$ cat config.mk
export PLATFORM = sky130hd
export DESIGN_NAME = sorted_table_linear_interpolation_unit
export DESIGN_NICKNAME = d
export VERILOG_FILES = /design/src/rtl/stli_pkg.sv /design/src/rtl/sorted_table_linear_interpolation_unit.sv /design/src/rtl/stli_ctrl.sv /design/src/rtl/stli_dp.sv
export VERILOG_INCLUDE_DIRS = /design/src /design/src/rtl
export SDC_FILE = /design/constraint.sdc
export NUM_CORES = 2
export LEC_CHECK = 0
export BUFFER_PORTS_ARGS = -buffer_cell sky130_fd_sc_hd__clkbuf_2
export CORE_MARGIN = 8
export CORE_UTILIZATION = 55
export CTS_CLUSTER_DIAMETER = 30
export CTS_CLUSTER_SIZE = 8
export DETAILED_ROUTE_END_ITERATION = 10
export GPL_ROUTABILITY_DRIVEN = 0
export HOLD_SLACK_MARGIN = 0.05
export MAX_ROUTING_LAYER = met4
export PLACE_DENSITY = 0.72
export SYNTH_ARGS = -nofsm -noshare
export SYNTH_HDL_FRONTEND = slang
export SYNTH_SLANG_ARGS = --single-unit
$ cat constraint.sdc
create_clock -name clk -period 7.2 [get_ports clk]
set_input_delay 1.44 -clock clk [delete_from_list [all_inputs] [get_ports clk]]
set_output_delay 1.44 -clock clk [all_outputs]
set_load 0.02 [all_outputs]
$ cat src/rtl/assert_macros.svh
// Assertion helpers. They refer to clk and arst_n of the enclosing module.
`ifndef ASSERT_MACROS_SVH
`define ASSERT_MACROS_SVH

// Same-cycle implication.
`define STLI_ASSERT_IMP(label, ante, cons) \
	label: assert property (@(posedge clk) disable iff (!arst_n) (ante) |-> (cons)) \
		else $error("assertion failed: same-cycle implication");

// Next-cycle implication.
`define STLI_ASSERT_NXT(label, ante, cons) \
	label: assert property (@(posedge clk) disable iff (!arst_n) (ante) |=> (cons)) \
		else $error("assertion failed: next-cycle implication");

`endif

$ cat src/rtl/stli_pkg.sv
package stli_pkg;

	localparam int KEY_W    = 16;
	localparam int VAL_W    = 16;
	localparam int MODE_W   = 2;
	localparam int STATUS_W = 3;

	localparam int DEF_MAX_POINTS = 32;

	// Quotient magnitude always fits 16 bits, so the divider runs 16 steps.
	localparam int DIV_STEPS = 16;
	localparam int DIV_CNT_W = $clog2(DIV_STEPS);

	// Item modes
	localparam logic [MODE_W-1:0] MODE_LOAD  = 2'd0;
	localparam logic [MODE_W-1:0] MODE_QUERY = 2'd1;
	localparam logic [MODE_W-1:0] MODE_CLEAR = 2'd2;

	// Result status codes
	localparam logic [STATUS_W-1:0] ST_EXACT   = 3'd0;
	localparam logic [STATUS_W-1:0] ST_INTERP  = 3'd1;
	localparam logic [STATUS_W-1:0] ST_RANGE   = 3'd2;
	localparam logic [STATUS_W-1:0] ST_LOADED  = 3'd3;
	localparam logic [STATUS_W-1:0] ST_FULL    = 3'd4;
	localparam logic [STATUS_W-1:0] ST_CLEARED = 3'd5;

	// Result value sources
	localparam logic [2:0] VS_ZERO   = 3'd0;
	localparam logic [2:0] VS_LAST   = 3'd1;
	localparam logic [2:0] VS_RD     = 3'd2;
	localparam logic [2:0] VS_PREV   = 3'd3;
	localparam logic [2:0] VS_INTERP = 3'd4;

	typedef struct packed {
		logic                take;       // latch input transaction
		logic                ld_init;    // idx <= count, read entry count-1
		logic                ld_shift;   // move read entry up one, idx--
		logic                ld_put;     // write new point at idx, count++
		logic                clr;        // empty the table
		logic                q_init;     // idx <= 0, read entry 0
		logic                q_next;     // prev <= read entry, idx++
		logic                setup;      // latch interpolation operands
		logic                mul;        // product register
		logic                div_init;
		logic                div_step;
		logic                res_load;
		logic [2:0]          res_src;
		logic [STATUS_W-1:0] res_status;
		logic                emit;       // move result into output register
	} stli_cmd_t;

	typedef struct packed {
		logic [MODE_W-1:0] mode;
		logic              full;
		logic              count_zero;
		logic              rd_gt;     // read key > query/load key
		logic              rd_eq;
		logic              prev_eq;
		logic              idx_zero;
		logic              idx_one;
		logic              idx_last;
		logic              div_last;
		logic              out_free;
	} stli_sts_t;

endpackage

$ cat src/rtl/sorted_table_linear_interpolation_unit.sv
// A load shifts larger entries up to insert the point (insertion shift); clear, a full
// table and a query on an empty table answer at once; other queries scan, then may interpolate.
// Throughput: one transaction at a time; the next is taken the cycle after the
// result enters the output register, so a stalled output does not hold the input.
// Reset (arst_n, async, active low): table empty, last value zero, output idle.
// Table contents are not cleared by reset; entries are only read below the count.
`include "assert_macros.svh"

module sorted_table_linear_interpolation_unit #(
	parameter int MAX_POINTS = stli_pkg::DEF_MAX_POINTS
) (
	input  logic                              clk,
	input  logic                              arst_n,
	// input channel
	input  logic                              in_valid,
	output logic                              in_stall,
	input  logic [stli_pkg::MODE_W-1:0]       mode,
	input  logic signed [stli_pkg::KEY_W-1:0] angle,
	input  logic signed [stli_pkg::VAL_W-1:0] coefficient,
	// output channel
	output logic                              out_valid,
	input  logic                              out_stall,
	output logic signed [stli_pkg::VAL_W-1:0] value,
	output logic [stli_pkg::STATUS_W-1:0]     status
);

	// Controller walks the one-read, one-write table memory one entry per cycle:
	//  - load: shifts larger keys up from the top, then drops the new point in
	//    (equal keys stay ahead of the new one, so load order is kept)
	//  - query: scans upward until the first key above the query key; the
	//    entry before it is the last equal key or the lower breakpoint
	//  - interpolation: one 16x16 multiply, then a 16-step restoring divide
	//    on magnitudes, sign applied afterwards (truncates toward zero)
	// Results sit in a staging register until the output register is free.
	stli_pkg::stli_cmd_t cmd;
	stli_pkg::stli_sts_t sts;

	stli_ctrl u_ctrl (
		.clk      (clk),
		.arst_n   (arst_n),
		.in_valid (in_valid),
		.in_stall (in_stall),
		.sts      (sts),
		.cmd      (cmd)
	);

	stli_dp #(
		.MAX_POINTS (MAX_POINTS)
	) u_dp (
		.clk         (clk),
		.arst_n      (arst_n),
		.cmd         (cmd),
		.sts         (sts),
		.mode        (mode),
		.angle       (angle),
		.coefficient (coefficient),
		.out_stall   (out_stall),
		.out_valid   (out_valid),
		.value       (value),
		.status      (status)
	);

	// An accepted transaction closes the input until its result is out.
	`STLI_ASSERT_NXT(a_take_stalls, in_valid && !in_stall, in_stall)
	// A result only moves into a free output register.
	`STLI_ASSERT_IMP(a_emit_free, cmd.emit, !out_valid || !out_stall)
	// Never write a point past the table depth.
	`STLI_ASSERT_IMP(a_put_not_full, cmd.ld_put, !sts.full)
	// The input reopens only right after a result was handed on.
	`STLI_ASSERT_IMP(a_reopen_after_emit, $fell(in_stall), $past(cmd.emit))

endmodule

$ cat src/rtl/stli_ctrl.sv
module stli_ctrl (
	input  logic                clk,
	input  logic                arst_n,
	input  logic                in_valid,
	output logic                in_stall,
	input  stli_pkg::stli_sts_t sts,
	output stli_pkg::stli_cmd_t cmd
);

	localparam logic [3:0] S_IDLE     = 4'd0;
	localparam logic [3:0] S_DISPATCH = 4'd1;
	localparam logic [3:0] S_LD_CMP   = 4'd2;
	localparam logic [3:0] S_LD_PUT   = 4'd3;
	localparam logic [3:0] S_Q_SCAN   = 4'd4;
	localparam logic [3:0] S_MUL      = 4'd5;
	localparam logic [3:0] S_DINIT    = 4'd6;
	localparam logic [3:0] S_DIV      = 4'd7;
	localparam logic [3:0] S_FIN      = 4'd8;
	localparam logic [3:0] S_EMIT     = 4'd9;

	logic [3:0] state_q;
	logic [3:0] state_d;

	assign in_stall = (state_q != S_IDLE);

	always_comb begin
		cmd     = '0;
		state_d = state_q;
		unique case (state_q)
			S_IDLE: begin
				if (in_valid) begin
					cmd.take = 1'b1;
					state_d  = S_DISPATCH;
				end
			end
			S_DISPATCH: begin
				unique case (sts.mode)
					stli_pkg::MODE_LOAD: begin
						if (sts.full) begin
							cmd.res_load   = 1'b1;
							cmd.res_src    = stli_pkg::VS_ZERO;
							cmd.res_status = stli_pkg::ST_FULL;
							state_d        = S_EMIT;
						end else begin
							cmd.ld_init = 1'b1;
							state_d     = sts.count_zero ? S_LD_PUT : S_LD_CMP;
						end
					end
					stli_pkg::MODE_QUERY: begin
						if (sts.count_zero) begin
							cmd.res_load   = 1'b1;
							cmd.res_src    = stli_pkg::VS_LAST;
							cmd.res_status = stli_pkg::ST_RANGE;
							state_d        = S_EMIT;
						end else begin
							cmd.q_init = 1'b1;
							state_d    = S_Q_SCAN;
						end
					end
					stli_pkg::MODE_CLEAR: begin
						cmd.clr        = 1'b1;
						cmd.res_load   = 1'b1;
						cmd.res_src    = stli_pkg::VS_ZERO;
						cmd.res_status = stli_pkg::ST_CLEARED;
						state_d        = S_EMIT;
					end
					default: begin
						cmd.res_load   = 1'b1;
						cmd.res_src    = stli_pkg::VS_LAST;
						cmd.res_status = stli_pkg::ST_RANGE;
						state_d        = S_EMIT;
					end
				endcase
			end
			S_LD_CMP: begin
				if (sts.rd_gt) begin
					cmd.ld_shift = 1'b1;
					if (sts.idx_one) begin
						state_d = S_LD_PUT;
					end
				end else begin
					cmd.ld_put     = 1'b1;
					cmd.res_load   = 1'b1;
					cmd.res_src    = stli_pkg::VS_ZERO;
					cmd.res_status = stli_pkg::ST_LOADED;
					state_d        = S_EMIT;
				end
			end
			S_LD_PUT: begin
				cmd.ld_put     = 1'b1;
				cmd.res_load   = 1'b1;
				cmd.res_src    = stli_pkg::VS_ZERO;
				cmd.res_status = stli_pkg::ST_LOADED;
				state_d        = S_EMIT;
			end
			S_Q_SCAN: begin
				if (sts.rd_gt) begin
					if (sts.idx_zero) begin
						cmd.res_load   = 1'b1;
						cmd.res_src    = stli_pkg::VS_LAST;
						cmd.res_status = stli_pkg::ST_RANGE;
						state_d        = S_EMIT;
					end else if (sts.prev_eq) begin
						cmd.res_load   = 1'b1;
						cmd.res_src    = stli_pkg::VS_PREV;
						cmd.res_status = stli_pkg::ST_EXACT;
						state_d        = S_EMIT;
					end else begin
						cmd.setup = 1'b1;
						state_d   = S_MUL;
					end
				end else if (sts.idx_last) begin
					cmd.res_load = 1'b1;
					if (sts.rd_eq) begin
						cmd.res_src    = stli_pkg::VS_RD;
						cmd.res_status = stli_pkg::ST_EXACT;
					end else begin
						cmd.res_src    = stli_pkg::VS_LAST;
						cmd.res_status = stli_pkg::ST_RANGE;
					end
					state_d = S_EMIT;
				end else begin
					cmd.q_next = 1'b1;
				end
			end
			S_MUL: begin
				cmd.mul = 1'b1;
				state_d = S_DINIT;
			end
			S_DINIT: begin
				cmd.div_init = 1'b1;
				state_d      = S_DIV;
			end
			S_DIV: begin
				cmd.div_step = 1'b1;
				if (sts.div_last) begin
					state_d = S_FIN;
				end
			end
			S_FIN: begin
				cmd.res_load   = 1'b1;
				cmd.res_src    = stli_pkg::VS_INTERP;
				cmd.res_status = stli_pkg::ST_INTERP;
				state_d        = S_EMIT;
			end
			S_EMIT: begin
				if (sts.out_free) begin
					cmd.emit = 1'b1;
					state_d  = S_IDLE;
				end
			end
			default: begin
				state_d = S_IDLE;
			end
		endcase
	end

	always_ff @(posedge clk or negedge arst_n) begin
		if (!arst_n) begin
			state_q <= S_IDLE;
		end else begin
			state_q <= state_d;
		end
	end

endmodule

$ cat src/rtl/stli_dp.sv
module stli_dp #(
	parameter int MAX_POINTS = stli_pkg::DEF_MAX_POINTS
) (
	input  logic                                 clk,
	input  logic                                 arst_n,
	input  stli_pkg::stli_cmd_t                  cmd,
	output stli_pkg::stli_sts_t                  sts,
	input  logic [stli_pkg::MODE_W-1:0]          mode,
	input  logic signed [stli_pkg::KEY_W-1:0]    angle,
	input  logic signed [stli_pkg::VAL_W-1:0]    coefficient,
	input  logic                                 out_stall,
	output logic                                 out_valid,
	output logic signed [stli_pkg::VAL_W-1:0]    value,
	output logic [stli_pkg::STATUS_W-1:0]        status
);

	localparam int KW = stli_pkg::KEY_W;
	localparam int VW = stli_pkg::VAL_W;
	localparam int EW = KW + VW;
	localparam int AW = (MAX_POINTS > 1) ? $clog2(MAX_POINTS) : 1;
	localparam int CW = $clog2(MAX_POINTS + 1);
	localparam int NW = 2 * VW;

	// Table memory: key in the upper half, value in the lower half.
	logic [EW-1:0] mem_q [MAX_POINTS];
	logic [EW-1:0] rd_q;
	logic [CW-1:0] rd_idx;
	logic [AW-1:0] rd_addr;
	logic [AW-1:0] wr_addr;
	logic [EW-1:0] wr_data;
	logic          wr_en;

	logic [stli_pkg::MODE_W-1:0] mode_q;
	logic signed [KW-1:0] key_q;
	logic signed [VW-1:0] coef_q;
	logic [CW-1:0]        count_q;
	logic [CW-1:0]        idx_q;
	logic [EW-1:0]        prev_q;
	logic signed [VW-1:0] last_q;

	logic [KW-1:0]        dk_q;
	logic [KW-1:0]        dd_q;
	logic [VW-1:0]        dvabs_q;
	logic                 neg_q;
	logic signed [VW-1:0] va_q;
	logic [NW-1:0]        prod_q;
	logic [VW-1:0]        rem_q;
	logic [VW-1:0]        dq_q;
	logic [stli_pkg::DIV_CNT_W-1:0] cnt_q;

	logic signed [VW-1:0]             res_value_q;
	logic [stli_pkg::STATUS_W-1:0]    res_status_q;
	logic                             out_valid_q;
	logic signed [VW-1:0]             out_value_q;
	logic [stli_pkg::STATUS_W-1:0]    out_status_q;

	logic signed [KW-1:0] rd_key;
	logic signed [VW-1:0] rd_val;
	logic signed [KW-1:0] prev_key;
	logic signed [VW-1:0] prev_val;
	logic signed [KW:0]   dk_w;
	logic signed [KW:0]   dd_w;
	logic signed [VW:0]   dv_w;
	logic signed [VW:0]   dvabs_w;
	logic [VW:0]          trial;
	logic [VW:0]          trial_sub;
	logic signed [VW:0]   q_w;
	logic signed [VW+1:0] sum_w;
	logic signed [VW-1:0] interp_w;
	logic signed [VW-1:0] res_value_d;
	logic                 upd_last;

	assign rd_key   = rd_q[EW-1:VW];
	assign rd_val   = rd_q[VW-1:0];
	assign prev_key = prev_q[EW-1:VW];
	assign prev_val = prev_q[VW-1:0];

	// Read address for the next cycle
	always_comb begin
		rd_idx = idx_q;
		if (cmd.ld_init) begin
			rd_idx = count_q - CW'(1);
		end else if (cmd.ld_shift) begin
			rd_idx = idx_q - CW'(2);
		end else if (cmd.q_init) begin
			rd_idx = '0;
		end else if (cmd.q_next) begin
			rd_idx = idx_q + CW'(1);
		end
	end
	assign rd_addr = rd_idx[AW-1:0];

	assign wr_en   = cmd.ld_shift | cmd.ld_put;
	assign wr_addr = idx_q[AW-1:0];
	assign wr_data = cmd.ld_shift ? rd_q : {key_q, coef_q};

	always_ff @(posedge clk) begin
		if (wr_en) begin
			mem_q[wr_addr] <= wr_data;
		end
		rd_q <= mem_q[rd_addr];
	end

	// Interpolation operands
	assign dk_w    = {key_q[KW-1], key_q} - {prev_key[KW-1], prev_key};
	assign dd_w    = {rd_key[KW-1], rd_key} - {prev_key[KW-1], prev_key};
	assign dv_w    = {rd_val[VW-1], rd_val} - {prev_val[VW-1], prev_val};
	assign dvabs_w = dv_w[VW] ? -dv_w : dv_w;

	// Restoring divide step
	assign trial     = {rem_q, dq_q[VW-1]};
	assign trial_sub = trial - {1'b0, dd_q};

	// Sign, offset and saturate
	assign q_w   = neg_q ? -$signed({1'b0, dq_q}) : $signed({1'b0, dq_q});
	assign sum_w = {{2{va_q[VW-1]}}, va_q} + {q_w[VW], q_w};
	always_comb begin
		if (sum_w[VW+1:VW-1] == 3'b000 || sum_w[VW+1:VW-1] == 3'b111) begin
			interp_w = sum_w[VW-1:0];
		end else if (sum_w[VW+1]) begin
			interp_w = {1'b1, {(VW-1){1'b0}}};
		end else begin
			interp_w = {1'b0, {(VW-1){1'b1}}};
		end
	end

	always_comb begin
		upd_last    = 1'b0;
		res_value_d = '0;
		case (cmd.res_src)
			stli_pkg::VS_LAST: begin
				res_value_d = last_q;
			end
			stli_pkg::VS_RD: begin
				res_value_d = rd_val;
				upd_last    = 1'b1;
			end
			stli_pkg::VS_PREV: begin
				res_value_d = prev_val;
				upd_last    = 1'b1;
			end
			stli_pkg::VS_INTERP: begin
				res_value_d = interp_w;
				upd_last    = 1'b1;
			end
			default: begin
				res_value_d = '0;
			end
		endcase
	end

	// Payload registers
	always_ff @(posedge clk) begin
		if (cmd.take) begin
			mode_q <= mode;
			key_q  <= angle;
			coef_q <= coefficient;
		end
		if (cmd.ld_init) begin
			idx_q <= count_q;
		end else if (cmd.ld_shift) begin
			idx_q <= idx_q - CW'(1);
		end else if (cmd.q_init) begin
			idx_q <= '0;
		end else if (cmd.q_next) begin
			idx_q <= idx_q + CW'(1);
		end
		if (cmd.q_next) begin
			prev_q <= rd_q;
		end
		if (cmd.setup) begin
			dk_q    <= dk_w[KW-1:0];
			dd_q    <= dd_w[KW-1:0];
			dvabs_q <= dvabs_w[VW-1:0];
			neg_q   <= dv_w[VW];
			va_q    <= prev_val;
		end
		if (cmd.mul) begin
			prod_q <= NW'(dk_q) * NW'(dvabs_q);
		end
		if (cmd.div_init) begin
			rem_q <= prod_q[NW-1:VW];
			dq_q  <= prod_q[VW-1:0];
			cnt_q <= '0;
		end else if (cmd.div_step) begin
			if (!trial_sub[VW]) begin
				rem_q <= trial_sub[VW-1:0];
				dq_q  <= {dq_q[VW-2:0], 1'b1};
			end else begin
				rem_q <= trial[VW-1:0];
				dq_q  <= {dq_q[VW-2:0], 1'b0};
			end
			cnt_q <= cnt_q + stli_pkg::DIV_CNT_W'(1);
		end
		if (cmd.res_load) begin
			res_value_q  <= res_value_d;
			res_status_q <= cmd.res_status;
		end
		if (cmd.emit) begin
			out_value_q  <= res_value_q;
			out_status_q <= res_status_q;
		end
	end

	// Architectural state
	always_ff @(posedge clk or negedge arst_n) begin
		if (!arst_n) begin
			count_q     <= '0;
			last_q      <= '0;
			out_valid_q <= 1'b0;
		end else begin
			if (cmd.clr) begin
				count_q <= '0;
			end else if (cmd.ld_put) begin
				count_q <= count_q + CW'(1);
			end
			if (cmd.res_load && upd_last) begin
				last_q <= res_value_d;
			end
			if (cmd.emit) begin
				out_valid_q <= 1'b1;
			end else if (!out_stall) begin
				out_valid_q <= 1'b0;
			end
		end
	end

	assign sts.mode       = mode_q;
	assign sts.full       = (count_q == CW'(MAX_POINTS));
	assign sts.count_zero = (count_q == '0);
	assign sts.rd_gt      = (rd_key > key_q);
	assign sts.rd_eq      = (rd_key == key_q);
	assign sts.prev_eq    = (prev_key == key_q);
	assign sts.idx_zero   = (idx_q == '0);
	assign sts.idx_one    = (idx_q == CW'(1));
	assign sts.idx_last   = (idx_q == count_q - CW'(1));
	assign sts.div_last   = (cnt_q == stli_pkg::DIV_CNT_W'(stli_pkg::DIV_STEPS - 1));
	assign sts.out_free   = !out_valid_q || !out_stall;

	assign out_valid = out_valid_q;
	assign value     = out_value_q;
	assign status    = out_status_q;

endmodule
* Yosys cells after proc, flatten, opt, wreduce, memory -nomap -nowiden
Memory sizes are Yosys's and may differ from the RTL's. A register that Yosys moved wholly into a read port is not among the register bits.
Cells that the tools add are included.
** Storage, ports and cells
- Flip-flop bits (word level) :: 270
- Bits in latches :: 0
- Bits in writable memories :: 1024
- Memory bits (read-only) :: 0
- Output and inout bits :: 21
- Logic and storage cells :: 156
- Memories :: 1
** Memory list
- u_dp.mem_q :: depth 32, bits a word 32, rd ports 1, clocked after Yosys merged registers in 1, write ports 1, line stli_dp.sv:25 : logic [EW-1:0] mem_q [MAX_POINTS];
** Operators by class
- Add/subtract/negate cells :: 13
- Multipliers :: 1
- Divide/modulo/power cells :: 0
- Order comparisons :: 1
- Eq/ne operators :: 28
- Shift operators :: 0
- Multiplexer cells :: 73
- Bitwise operators :: 1
- Reduce and logical (&&, ||, !) cells :: 16
** Operators with widths (count)
- 16-bit two-way mux :: 8
- 16-bit one-hot mux with 4 select lines :: 1
- 7-bit two-way mux :: 7
- 4-bit two-way mux :: 11
- 6-bit two-way mux :: 6
- 4-bit one-hot mux with 9 select lines :: 1
- 7-bit one-hot mux with 5 select lines :: 1
- 16-bit equality test :: 2
- 16-bit by 16-bit multiplier with 32-bit output :: 1
- 32-bit two-way mux :: 1
- 16-bit subtractor :: 2
- 1-bit two-way mux :: 28
- 7-bit one-hot mux with 3 select lines :: 1
- 16-bit by 17-bit adder with 18-bit output :: 1
- 17-bit two-way mux :: 1
- 16-bit negator with 17-bit output :: 1
- 16-bit by 16-bit subtractor with 17-bit output :: 1
- 17-bit by 16-bit subtractor with 17-bit output :: 1
- 4-bit by 3-bit equality test with 1-bit output (second input constant) :: 4
- 16-bit greater-than comparator :: 1
- 16-bit negator :: 1
- 5-bit two-way mux :: 3
- 6-bit by 1-bit adder with 6-bit output (second input constant) :: 2
- 4-bit equality test (second input constant) :: 3
- 32 further kinds :: 44

* Logic depth before layout (Yosys ltp)
- Depth after elaboration :: 9
- Gate-level depth with buffers :: 25

* Modules after synthesis
Synthesis repeated with hierarchy kept, for this count alone.
** Second synthesis, totals
- Cells, all modules :: 5544
- Area total of the unflattened synthesis :: 65505.3 um^2
** By module, submodules not included
- stli_dp :: instances 1, cells each 5461, area an instance 64927.3 um^2, seq. area each 39172.6 um^2
- stli_ctrl :: instances 1, cells each 83, area an instance 578.1 um^2, seq. area each 100.1 um^2

* Worst setup path before layout
OpenSTA, ideal clock, no wires.
- Path kind :: register to register
- Start :: register u_dp.dvabs_q[1]
- End :: register u_dp.prod_q[31] (data pin)
- Library setup time :: 259 ps
- Arrival time :: 6224 ps
- Data required time :: 6941 ps
- Path slack :: 716 ps
- Stages on the path, launching flop included :: 22
- Period minus slack after synthesis :: 6484 ps
- Cell sequence :: edfxtp_1 > clkbuf_1 > nand2_1 > fa_1 > fa_1 > fa_1 > fa_1 > inv_1 > fa_1 > fa_1 > ha_1 > a21o_1 > a21oi_1 > nor2b_1 > nor3_1 > o311ai_0 > nand3_1 > a31oi_1 > and4_1 > a2111oi_0 > a21oi_1 > xnor2_1
** Between the ends
- Longest elaborated chain between the ends :: 1
** Ends and longest elaborated chain
- start, declared :: line stli_dp.sv:43 : logic [VW-1:0] dvabs_q;
- start signal, assigned :: line stli_dp.sv:174 : dvabs_q <= dvabs_w[VW-1:0];
- 16-bit by 16-bit multiplier with 32-bit output :: line stli_dp.sv:179 : prod_q <= NW'(dk_q) * NW'(dvabs_q);
- end signal, assigned :: line stli_dp.sv:179
- end, declared :: line stli_dp.sv:46 : logic [NW-1:0] prod_q;
Every way passes these cells.
A chain may end at the register's enable or synchronous reset.

* Worst setup path in the final report
Ends and elaborated chain as after synthesis.

==> results_dict.tcl <==
set metrics [dict create \
    fin_crit_ns 6.847 \
    internal_power_mw 22.48 \
    setup_violations 0 \
    worstPathCellList "buf_4 > nand2_1 > fa_1 > fa_1 > fa_1 > inv_1 > fa_1 > fa_1 > inv_1 > fa_1 > inv_1 > ha_1 > nand3_1 > nor3_1 > nor3_2 > o311ai_0 > nand3_1 > a31oi_1 > and4_1 > a2111oi_2 > a21oi_1 > xnor2_1" \
    worstPathRequired_ns 7.72 \
    p_clk_share_pct 30.2 \
    grt_antenna_before_repair 2 \
    grt.total_usage_pct 26.29 \
    regArea_sq_um 39270 \
    clock_sinks 1326 \
    area_growth_pct 16.22 \
    seqPwrFrac_pct 29.1 \
    grt_pass1_vias 42010 \
    skew_ns 0.08017 \
    end_kind "flop" \
    cts_tree "yes" \
    p_per_area_nw_per_um2 472.2 \
    die_area_sq_um 130100 \
    hold_depth 0 \
    die_h_um 360.7 \
    core_sq_um 117900 \
    drc 0 \
    cts_hold_buf 0 \
    fmax_mhz 146.0 \
    overflow 0 \
    tns_ns 0 \
    worst_ep_arrival_time_ns 7.37 \
    ir_worst_vdd_v 0.0005539 \
    netlist.area_leader.share_pct 57.82 \
    grt_busiest_layer "met2" \
    reg2reg_from "u_dp.dvabs_q[1]" \
    critical_path.slowest_cell "o311ai_0" \
    cp_num_buf_inv 4 \
    cts_buffers 240 \
    dieWidth_um 360.7 \
    drt_iter0_markers 4780 \
    status "finished, final reports clean" \
    multi_input_area_sq_um 23960 \
    drv_slew 0 \
    vias 42570 \
    ant_nets 0 \
    fillers 8456 \
    synth_seq_cells 1326 \
    hold_viol_final 0 \
    grt_pass1_wl_um 254300 \
    p_switching_mw 13.38 \
    power_mw 35.86 \
    grt_max_degree 134 \
    synth_top_area_cell "edfxtp_1" \
    cts_buffer_depth 3 \
    hp-class "flop to flop" \
    reg2reg_to "u_dp.prod_q[31]" \
    clk_pin_slew_worst_paths_ns 0.05 \
    worst_path_largest_cell_delay_ns 0.68 \
    critPathLaunchType "flop" \
    synth_edf_count 1258 \
    worstHoldStart "u_dp.res_value_q[10]" \
    grtUsageMet1_pct 34.26 \
    power_frac_comb_pct 40.7 \
    postSynthAreaPerCell_sq_um 12.92 \
    io_buffers 58 \
    reg2reg_depth 22 \
    met2_usage_pct 40.25 \
    worst_pin_slew_ns 1.304 \
    mappedNetlistArea_sq_um 65340 \
    synth_area_leaders "edfxtp_1 (58%), fa_1 (6.1%), mux2i_1 (5.1%)" \
    hpwl_um 103000 \
    crit_type "flop to flop" \
    ioPinCount 59 \
    viasPerCell 6.090 \
    yosysSeqAreaShare_pct 60.11 \
    synth_cell_types 96 \
    dr.pass1.iters 6 \
    fin_crit_sh_pct 95.10 \
    drive_gt1_share_pct 13.54 \
    h-tree-depth 4 \
    rows 126 \
    yosys_most_used_dff "edfxtp_1" \
    drv_cap 0 \
    start_util_pct 55.41 \
    gr-usage-met3_pct 5.217 \
    yosysWarnings 0 \
    cts_root_buf "clkbuf_16" \
    maxSlewHeadroom_pct 12.76 \
    crit_fanout 8 \
    async_flop_share_pct 2.036 \
    clkLatencyLatePin_ns 0.83 \
    r2r_setup_slack_ns 0.35 \
    routedWlPerCell_um 24.41 \
    syn_inst 5058 \
    syn-num-nets 5506 \
    min_to "u_dp.value[10]" \
    power_leakage_nw 28.81 \
    cp_common_cell "fa_1" \
    critical_path.top_delay_family "adder cells" \
    nets 5704 \
    totalWireLength_um 170600 \
    swShare_pct 37.31 \
    grt_setup_unrepaired "false" \
]
-- Yosys cell counts, types with 30 or more instances --
library cell / n
nor2_1: 160
o32ai_1: 62
mux2_2: 83
xnor2_1: 91
a21oi_1: 197
edfxtp_1: 1258
mux2i_1: 334
inv_1: 372
nor3_1: 39
o21ai_0: 120
a22o_1: 32
nand3_1: 132
dfxtp_1: 41
clkbuf_1: 142
buf_2: 45
nor4_1: 35
a211oi_1: 91
xor2_1: 30
nand2_1: 813
ha_1: 211
and2_1: 120
a311oi_1: 65
fa_1: 199
-- worst max path at each step --
stage / to / start / cells after the start / slack (ns)
CTS: u_dp.prod_q[31] / u_dp.dk_q[4] / 20 / 0.13
global route: u_dp.prod_q[31] / u_dp.dvabs_q[4] / 23 / 0.04
global placement: u_dp.prod_q[31] / u_dp.dk_q[4] / 20 / 0.02
floorplan: u_dp.prod_q[31] / u_dp.dvabs_q[1] / 21 / 0.72
detailed placement: u_dp.prod_q[31] / u_dp.dk_q[4] / 20 / -0.12
finish: u_dp.prod_q[31] / u_dp.dvabs_q[1] / 22 / 0.35
-- timing repair --
item	CTS	global route
endpoints found under the setup margin	1	3
resized for setup	2	3
buffers inserted	0	22
-- stage by stage --
step                utilization, %  worst slack (ns)  hold WS (ns)  area [sq um]  cells
CTS                          64.23            0.1252        0.4108         75750   6965
finish                       64.40            0.3527        0.4152         75940   6989
detailed placement           57.49           -0.1231        0.4045         67790   6528
global route                 64.40           0.03578        0.4269         75940   6989
floorplan                        -            0.7163        0.4003         65340   5058
global placement             57.49           0.01559        0.4030         67790   6528
-- logic make-up (layout without fill, tap and decap cells) --
| family | after synthesis | count (layout) | share of synthesized area, % |
|---|---|---|---|
| AOI/OAI and AO/OA | 728 | 728 | 7.681 |
| buffers and inverters | 607 | 1000 | 3.912 |
| muxes | 418 | 418 | 6.564 |
| DFF | 1326 | 1326 | 60.11 |
| other | 0 | 2 | 0 |
| xor gates and xnor gates | 122 | 122 | 1.656 |
| and+or+nand+nor | 1447 | 1447 | 9.942 |
| adders and majority gates | 410 | 410 | 10.14 |
-- power by group through the flow --
stage	clock network [mW]	logic [mW]	registers (mW)
floorplan	0	10.4	10.3
global placement	0	14.1	10.5
detailed placement	0	14.3	10.6
CTS	10.9	14.4	10.4
global route	11.3	15.9	10.5
finish	10.8	14.6	10.4
-- cell type report --
class | count | area share [%]
repair buffers | 189 | 1.875
clock inverters | 112 | 1.900
clock buffers | 325 | 8.569
multi-input cells | 3125 | 31.55
well taps | 1536 | 2.531
diodes | 2 | 0.006591
inverters | 374 | 1.849
flip-flops and latches | 1326 | 51.72
-- flip-flops by register name, summed over array words and instances, names as in the netlist, 16 cells and up --
register and flops:
u_dp.dvabs_q 16, u_dp.res_value_q 16, u_dp.mem_q 1024, u_dp.dk_q 16
u_dp.dd_q 16, u_dp.coef_q 16, u_dp.key_q 16, u_dp.rd_q 32
u_dp.dq_q 16, u_dp.last_q 16, u_dp.prod_q 32, u_dp.va_q 16
u_dp.prev_q 32, u_dp.rem_q 16, u_dp.value 16
-- cell usage in the layout, fill, tap and decap left out, drive strengths merged, types with 27 or more instances in the layout --
master / instances
a211oi: 92
a21oi: 199
a22o: 32
a311oi: 65
and2: 122
buf: 131
clkbuf: 383
clkinv: 74
dfrtp: 27
dfxtp: 41
edfxtp: 1258
fa: 199
ha: 211
inv: 375
mux2: 84
mux2i: 334
nand2: 814
nand3: 133
nor2: 160
nor2b: 27
nor3: 40
nor4: 39
o21ai: 123
o32ai: 62
or3: 27
xnor2: 91
xor2: 30
-- layer usage --
metal  routed length, um  share of wire [%]  vias up
met2               78910                 46     2230
met5                   0                  0        -
li1                    -                  -    18800
met4                7705                4.5        0
met3               16790                9.8      460
met1               67210                 39    21080
Power figures use the tool's default switching activity.
